[config.mk]
export PLATFORM = sky130hd
export DESIGN_NAME = lcg_keystream_packet_cipher_unit
export DESIGN_NICKNAME = d
export VERILOG_FILES = /design/src/sv/lcgk_pkg.sv /design/src/sv/lcgk_core.sv /design/src/sv/lcgk_obuf.sv /design/src/sv/lcg_keystream_packet_cipher_unit.sv
export VERILOG_INCLUDE_DIRS = /design/src /design/src/sv
export SDC_FILE = /design/constraint.sdc
export NUM_CORES = 1
export LEC_CHECK = 0
export ABC_AREA = 1
export BUFFER_PORTS_ARGS = -buffer_cell sky130_fd_sc_hd__clkbuf_2
export CAP_MARGIN = 15
export CORE_UTILIZATION = 40
export CTS_BUF_LIST = sky130_fd_sc_hd__clkbuf_4
export DETAILED_ROUTE_END_ITERATION = 8
export PLACE_DENSITY = 0.62
export SYNTH_ARGS = -nofsm -noshare
export SYNTH_HDL_FRONTEND = slang
export SYNTH_SLANG_ARGS = --single-unit
[constraint.sdc]
create_clock -name clk -period 14.35 [get_ports clk]
set_input_delay 0.7175 -clock clk [delete_from_list [all_inputs] [get_ports clk]]
set_output_delay 0.7175 -clock clk [all_outputs]
set_load 0.05 [all_outputs]
[src/sv/lcg_keystream_packet_cipher_unit_defines.svh]
// assertion macros shared by the cipher unit rtl
// no dependencies; included by the modules that carry assertions
`ifndef LCG_KEYSTREAM_PACKET_CIPHER_UNIT_DEFINES_SVH
`define LCG_KEYSTREAM_PACKET_CIPHER_UNIT_DEFINES_SVH

// condition holds at every edge outside reset
`define LCGK_ASSERT_ALWAYS(lbl, clk, rst_n, expr, msg) \
  lbl: assert property (@(posedge clk) disable iff (!rst_n) (expr)) else $error(msg);

// consequent holds in the same cycle as the antecedent
`define LCGK_ASSERT_SAME(lbl, clk, rst_n, ante, cons, msg) \
  lbl: assert property (@(posedge clk) disable iff (!rst_n) (ante) |-> (cons)) \
    else $error(msg);

// consequent holds in the cycle after the antecedent
`define LCGK_ASSERT_NEXT(lbl, clk, rst_n, ante, cons, msg) \
  lbl: assert property (@(posedge clk) disable iff (!rst_n) (ante) |=> (cons)) \
    else $error(msg);

`endif

[src/sv/lcgk_pkg.sv]
// shared types and constants of the lcg keystream cipher unit
// no dependencies
package lcgk_pkg;

  // lcg multiplier for the keystream iterator
  localparam logic [31:0] LCG_MULT = 32'h0808_8405;

  // per-packet block limits
  localparam logic [3:0] LIMIT_PLAIN  = 4'd12;
  localparam logic [3:0] LIMIT_PACKED = 4'd4;

  // compression kinds
  localparam logic [1:0] KIND_PLAIN = 2'd0;
  localparam logic [1:0] KIND_ZLIB  = 2'd1;
  localparam logic [1:0] KIND_BZ2   = 2'd2;
  localparam logic [1:0] KIND_OTHER = 2'd3;

  // configuration register indexes
  localparam int unsigned CFG_IDX_W = 1;
  localparam logic [CFG_IDX_W-1:0] CFG_KEY  = 1'b0;
  localparam logic [CFG_IDX_W-1:0] CFG_SEED = 1'b1;

  // one result item
  typedef struct packed {
    logic [7:0] data;
    logic       last;
  } lcgk_item_t;

  // one input item
  typedef struct packed {
    logic [7:0] data;
    logic [1:0] kind;
    logic       first;
    logic       last;
  } lcgk_in_t;

endpackage

[src/sv/lcgk_core.sv]
// keystream state and per-byte xor for the cipher unit
// depends on lcgk_pkg and the shared assertion macro header
`include "lcg_keystream_packet_cipher_unit_defines.svh"

module lcgk_core (
  input  logic                          clk,
  input  logic                          rst_n,
  input  logic                          cfg_wr_en,
  input  logic [lcgk_pkg::CFG_IDX_W-1:0] cfg_index,
  input  logic [31:0]                   cfg_wdata,
  input  logic                          in_fire,
  input  lcgk_pkg::lcgk_in_t            in_item,
  output lcgk_pkg::lcgk_item_t          res_item
);
  import lcgk_pkg::*;

  logic [7:0]  key_r;
  logic [31:0] iter_r, iter_nxt;
  logic [1:0]  lane_r, lane_nxt;
  logic [3:0]  blk_r, blk_nxt;
  logic        lim_r, lim_nxt;
  logic        unl_r, unl_nxt;

  logic [1:0]  lane_cur;
  logic [3:0]  blk_cur;
  logic        lim_cur;
  logic        unl_cur;
  logic        at_block;
  logic        stop;
  logic        adv;
  logic [31:0] iter_prod;
  logic [7:0]  ks_byte;

  // packet start restarts counters and latches the block limit
  always_comb begin
    lane_cur = in_item.first ? 2'd0 : lane_r;
    lim_cur  = in_item.first ? 1'b0 : lim_r;
    unl_cur  = in_item.first ? (in_item.kind == KIND_OTHER) : unl_r;
    blk_cur  = blk_r;
    if (in_item.first) begin
      unique case (in_item.kind)
        KIND_PLAIN: blk_cur = LIMIT_PLAIN;
        KIND_OTHER: blk_cur = 4'd0;
        default:    blk_cur = LIMIT_PACKED;
      endcase
    end
  end

  // block boundary: either advance the iterator or hit the limit
  assign at_block  = !lim_cur && (lane_cur == 2'd0);
  assign stop      = at_block && !unl_cur && (blk_cur == 4'd0);
  assign adv       = at_block && !stop;
  assign iter_prod = iter_r * LCG_MULT;

  always_comb begin
    lim_nxt  = lim_cur || stop;
    unl_nxt  = unl_cur;
    iter_nxt = adv ? (iter_prod + {24'd0, key_r}) : iter_r;
    blk_nxt  = (adv && !unl_cur) ? (blk_cur - 4'd1) : blk_cur;
    lane_nxt = lim_nxt ? lane_cur : (lane_cur + 2'd1);
  end

  // lane select and xor
  assign ks_byte       = iter_nxt[{lane_cur, 3'b000} +: 8];
  assign res_item.data = lim_nxt ? in_item.data : (in_item.data ^ ks_byte);
  assign res_item.last = in_item.last;

  // state registers; the user must issue config writes only while idle, this block does not enforce it
  always_ff @(posedge clk) begin
    if (!rst_n) begin
      key_r  <= 8'd0;
      iter_r <= 32'd0;
      lane_r <= 2'd0;
      blk_r  <= 4'd0;
      lim_r  <= 1'b0;
      unl_r  <= 1'b0;
    end else if (cfg_wr_en) begin
      unique case (cfg_index)
        CFG_KEY:  key_r  <= cfg_wdata[7:0];
        CFG_SEED: iter_r <= cfg_wdata;
        default:  ;
      endcase
    end else if (in_fire) begin
      iter_r <= iter_nxt;
      lane_r <= lane_nxt;
      blk_r  <= blk_nxt;
      lim_r  <= lim_nxt;
      unl_r  <= unl_nxt;
    end
  end

  // checks
  `LCGK_ASSERT_ALWAYS(a_blk_range, clk, rst_n, blk_r <= LIMIT_PLAIN, "block count out of range")
  `LCGK_ASSERT_SAME(a_lim_pass, clk, rst_n, in_fire && lim_r && !in_item.first, res_item.data == in_item.data, "byte altered past limit")
  `LCGK_ASSERT_NEXT(a_lim_hold, clk, rst_n, in_fire && !cfg_wr_en && lim_r && !in_item.first, $stable(iter_r) && $stable(lane_r), "state moved past limit")

endmodule

[src/sv/lcgk_obuf.sv]
// two-entry result buffer between the cipher core and the output channel
// depends on lcgk_pkg and the shared assertion macro header
`include "lcg_keystream_packet_cipher_unit_defines.svh"

module lcgk_obuf (
  input  logic                 clk,
  input  logic                 rst_n,
  input  logic                 push,
  input  lcgk_pkg::lcgk_item_t push_item,
  output logic                 can_push,
  output logic                 pop_valid,
  input  logic                 pop_ready,
  output lcgk_pkg::lcgk_item_t pop_item
);
  import lcgk_pkg::*;

  lcgk_item_t slot_r [2];
  logic       wr_ptr_r, rd_ptr_r;
  logic [1:0] count_r;
  logic       pop;

  assign can_push  = (count_r != 2'd2);
  assign pop_valid = (count_r != 2'd0);
  assign pop_item  = slot_r[rd_ptr_r];
  assign pop       = pop_valid && pop_ready;

  // payload slots
  always_ff @(posedge clk) begin
    if (push) begin
      slot_r[wr_ptr_r] <= push_item;
    end
  end

  // pointers and fill count
  always_ff @(posedge clk) begin
    if (!rst_n) begin
      wr_ptr_r <= 1'b0;
      rd_ptr_r <= 1'b0;
      count_r  <= 2'd0;
    end else begin
      if (push) begin
        wr_ptr_r <= !wr_ptr_r;
      end
      if (pop) begin
        rd_ptr_r <= !rd_ptr_r;
      end
      if (push && !pop) begin
        count_r <= count_r + 2'd1;
      end else if (pop && !push) begin
        count_r <= count_r - 2'd1;
      end
    end
  end

  // checks
  `LCGK_ASSERT_ALWAYS(a_cnt_range, clk, rst_n, count_r != 2'd3, "buffer count overflow")
  `LCGK_ASSERT_NEXT(a_fill_shows, clk, rst_n, push && !pop_valid, pop_valid && (pop_item == $past(push_item)), "pushed item not at head")
  `LCGK_ASSERT_ALWAYS(a_ptr_match, clk, rst_n, (count_r == 2'd1) == (wr_ptr_r != rd_ptr_r), "pointers disagree with count")

endmodule

[src/sv/lcg_keystream_packet_cipher_unit.sv]
// top level of the lcg keystream packet cipher unit
// depends on lcgk_pkg, lcgk_core and lcgk_obuf

// Encrypts or decrypts one payload byte per cycle while the output buffer has
// room: every accepted byte gets one result byte, XORed with one lane of a
// 32-bit lcg iterator that steps (iterator * 0x08088405 + key) at each 4-byte
// block boundary. The block limit per packet follows the compression kind
// sampled on the first byte (12 for uncompressed, 4 for zlib or bz2, none
// otherwise); later bytes pass through. The state update and xor are one
// combinational pass whose long path is the single 32x32 constant multiply
// feeding back into the iterator register. Results are registered in a
// two-entry output buffer, so input keeps flowing while a result waits.
// Writing the seed register loads the running iterator; write configuration
// only while no transfer is in flight.
module lcg_keystream_packet_cipher_unit (
  input  logic                           clk,
  input  logic                           rst_n,
  // configuration write port
  input  logic                           cfg_wr_en,
  input  logic [lcgk_pkg::CFG_IDX_W-1:0] cfg_index,
  input  logic [31:0]                    cfg_wdata,
  // input stream
  input  logic                           in_tvalid,
  output logic                           in_tready,
  input  logic [7:0]                     in_tdata,  // [7:0] data_byte
  input  logic [2:0]                     in_tuser,  // [1:0] comp_kind, [2] first_of_packet
  input  logic                           in_tlast,  // last_of_packet
  // result stream
  output logic                           out_tvalid,
  input  logic                           out_tready,
  output logic [7:0]                     out_tdata, // [7:0] out_byte
  output logic                           out_tlast  // out_last
);
  import lcgk_pkg::*;

  lcgk_in_t   in_item;
  lcgk_item_t res_item;
  lcgk_item_t head_item;
  logic       in_fire;
  logic       can_push;

  // input unpack
  assign in_item.data  = in_tdata;
  assign in_item.kind  = in_tuser[1:0];
  assign in_item.first = in_tuser[2];
  assign in_item.last  = in_tlast;

  assign in_tready = can_push;
  assign in_fire   = in_tvalid && can_push;

  // keystream state and xor
  lcgk_core u_core (
    .clk       (clk),
    .rst_n     (rst_n),
    .cfg_wr_en (cfg_wr_en),
    .cfg_index (cfg_index),
    .cfg_wdata (cfg_wdata),
    .in_fire   (in_fire),
    .in_item   (in_item),
    .res_item  (res_item)
  );

  // result buffer
  lcgk_obuf u_obuf (
    .clk       (clk),
    .rst_n     (rst_n),
    .push      (in_fire),
    .push_item (res_item),
    .can_push  (can_push),
    .pop_valid (out_tvalid),
    .pop_ready (out_tready),
    .pop_item  (head_item)
  );

  assign out_tdata = head_item.data;
  assign out_tlast = head_item.last;

endmodule

==> impl_metrics.json <==
{
  "place_area_mm2": 0.00969,
  "clkTransAtPathRegs_ps": 130,
  "viasPerCell": 5.25,
  "synth_seq_cells": 71,
  "layout_commonest_cell": "nand2_1",
  "hold_start": "in_tlast",
  "cts_sinks": 71,
  "syn_nets": 1567,
  "cts_tree": "built",
  "final-setup-viol-count": 0,
  "end_kind": "flop",
  "pwr_density_cell_mw_per_mm2": 190,
  "layout-drive-gt1-share_pct": 7.25,
  "max-vdd-ir-drop_v": 0.0000866,
  "crit_required_ps": 14530,
  "syn_to_final_growth_pct": 7.81,
  "p_total_mw": 1.87,
  "cts_root_buf": "clkbuf_4",
  "die_y_um": 153,
  "avgSynthCellArea_um2": 6.95,
  "tightest_slew_ps": 1070,
  "final_nets": 1614,
  "io_buffers": 60,
  "tns_ps": 0,
  "boundaryPins": 61,
  "yosysUniqueCellTypes": 37,
  "p_leak_nw": 5.49,
  "clockBufferDepth": 2,
  "holdWs_ps": 474,
  "clock_latency_ps": 450,
  "grt_use_total_pct": 23.6,
  "holdBufCountCts": 0,
  "skew_ps": 32.8,
  "htree_levels": 3,
  "synth_warnings": 0,
  "detail_route.first_pass.iterations": 6,
  "drv_slew": 0,
  "final_cell_mix": "nand2_1 (379), inv_1 (221), ha_1 (149)",
  "core_area_mm2": 0.0221,
  "routed_wl_um": 27200,
  "fp-row-count": 54,
  "hold_viol": 0,
  "seq_area_frac_synth_pct": 17.5,
  "grt_max_degree": 48,
  "gp_congestion": 1.01,
  "antenna_found_initial": 0,
  "post-route-period-util_pct": 37.4,
  "finalCriticalPeriod_ps": 5370,
  "postCtsSetupBuffers": 0,
  "grt_pass1_wl_um": 42700,
  "wl_per_cell_um": 16.5,
  "post_cts_resized": 0,
  "slew-limit-headroom_pct": 28.5,
  "drt_iter0_markers": 656,
  "dieArea_mm2": 0.0235,
  "holdPathEnd": "u_obuf.slot_r[0][0]",
  "syn-cell-area_mm2": 0.00914,
  "ant_nets": 0,
  "min_path_cells": 1,
  "dpl.hpwl_um": 22600,
  "critPathKind": "reg -> reg",
  "max_freq_mhz": 186,
  "reg2reg_slack_ps": 8980,
  "final_cell_area_mm2": 0.00985,
  "crit_fanout": 8,
  "start_util_pct": 41.4,
  "r2r_start": "u_core.iter_r[2]",
  "drc_errors": 0,
  "n_antenna_cell": 0,
  "crit_arrival_ps": 5560,
  "grt_overflow": 0,
  "cts_made_buffers": 9,
  "grt_pass1_vias": 7967,
  "final_util_pct": 44.6,
  "hold_path.class": "in -> reg",
  "synthArstFlopShare_pct": 0,
  "max_cap_viol_count": 0,
  "rsz0062_at_grt": "no",
  "die_x_um": 153,
  "synth_flop_cell": "dfxtp_1",
  "setup.worst_path.start_class": "flop",
  "status": "complete, no violations",
  "rr_endpoint": "u_obuf.slot_r[1][7]",
  "via_count": 8649,
  "synth-edff-count": 18,
  "reg2reg_depth": 23,
  "synthCells": 1315
}
[synthesized netlist by cell type, types with 3 or more instances]
| cell | instances | area [um2] |
|---|---|---|
| nand2_1 | 379 | 1420 |
| inv_1 | 221 | 830 |
| ha_1 | 149 | 1860 |
| nor2_1 | 85 | 319 |
| nand3_1 | 84 | 420 |
| a21oi_1 | 70 | 350 |
| o21ai_0 | 60 | 300 |
| dfxtp_1 | 53 | 1060 |
| fa_1 | 53 | 1060 |
| clkbuf_1 | 21 | 78.8 |
| edfxtp_1 | 18 | 541 |
| o211ai_1 | 16 | 120 |
| nand4_1 | 13 | 81.3 |
| xnor2_1 | 13 | 114 |
| mux2_2 | 9 | 101 |
| nor3_1 | 8 | 40.0 |
| o21ai_1 | 8 | 40.0 |
| o21bai_1 | 6 | 45.0 |
| inv_2 | 5 | 18.8 |
| nand3b_1 | 5 | 37.5 |
| or2_1 | 5 | 31.3 |
| xor2_1 | 5 | 43.8 |
| and2_1 | 4 | 25.0 |
| buf_6 | 4 | 45.0 |
| a211oi_1 | 3 | 22.5 |
[power breakdown]
part / internal (mW) / switching (mW) / leakage [nW] / total [mW]
combinational: 0.491 / 0.930 / 4.80 / 1.42
clock: 0.0709 / 0.0808 / 0.0826 / 0.152
sequential: 0.249 / 0.0494 / 0.606 / 0.299
total: 0.812 / 1.06 / 5.49 / 1.87
[layer usage]
metal	GRT usage [%]	share of wire, %	wire length, um	vias to the layer above
li1	-	-	-	4323
met1	32.9	47	12700	4026
met2	37.4	44	12100	261
met3	3.32	6.1	1660	39
met4	7.50	2.8	767	0
met5	0	0	0	-
[worst max-delay path: stages (launching register included)]
cell and delay, ps:
dfxtp_1 620, ha_1 330, fa_1 480, fa_1 520, inv_1 60, fa_1 500
fa_1 540, inv_1 40, ha_1 290, ha_1 340, inv_1 100, o21bai_1 100
a21oi_1 140, nand2_1 70, a21oi_1 270, nand2_1 90, nand2_1 70, nand3_1 100
nand3_1 110, nand2_1 60, nand2_1 90, nand2_1 70, nand2_1 70, nand2_1 60
[layout make-up]
class | count | area, um2
timing repair buffer | 64 | 330
tap | 280 | 350
fill | 2253 | 12200
clock inverter | 6 | 93.8
sequential | 71 | 1600
clock buffer | 9 | 67.6
inverter | 228 | 856
multi-input combinational | 988 | 6550
[worst max-delay path by stage]
| stage | end | slack, ps | from | depth (start not counted) |
|---|---|---|---|---|
| finish | u_obuf.slot_r[1][7] | 8980 | u_core.iter_r[2] | 23 |
| global route | u_obuf.slot_r[0][7] | 8640 | u_core.iter_r[2] | 22 |
| CTS | u_obuf.slot_r[0][7] | 8950 | u_core.iter_r[2] | 22 |
| detailed placement | u_obuf.slot_r[0][7] | 8990 | u_core.iter_r[2] | 22 |
| global placement | u_obuf.slot_r[0][7] | 9050 | u_core.iter_r[2] | 22 |
| floorplan | u_obuf.slot_r[0][8] | 9590 | u_core.iter_r[1] | 24 |
[registers in the layout, indices dropped and copies added (netlist names), named ones only]
| name | count |
|---|---|
| u_core.unl_r | 1 |
| u_core.iter_r | 32 |
| u_obuf.wr_ptr_r | 1 |
| u_core.blk_r | 4 |
| u_core.lim_r | 1 |
| u_core.key_r | 8 |
| u_obuf.rd_ptr_r | 1 |
| u_obuf.slot_r | 18 |
| u_obuf.count_r | 2 |
| u_core.lane_r | 2 |
[through the flow]
stage	worst slack [ps]	std cells
floorplan	9590	1315
global placement	9050	1631
detailed placement	8990	1631
CTS	8950	1646
global route	8640	1646
finish	8980	1646
[cell families after synthesis]
family,Yosys count,share of synthesized area [%]
XOR/XNOR,18,1.73
buffers and inverters,256,10.9
AO/OA/AOI/OAI,171,10.3
flip-flops,71,17.5
multiplexers,9,1.11
AND/OR/NAND/NOR,588,26.4
adder cells (fa/ha/maj),202,32.0
Power figures use the tool's default switching activity.
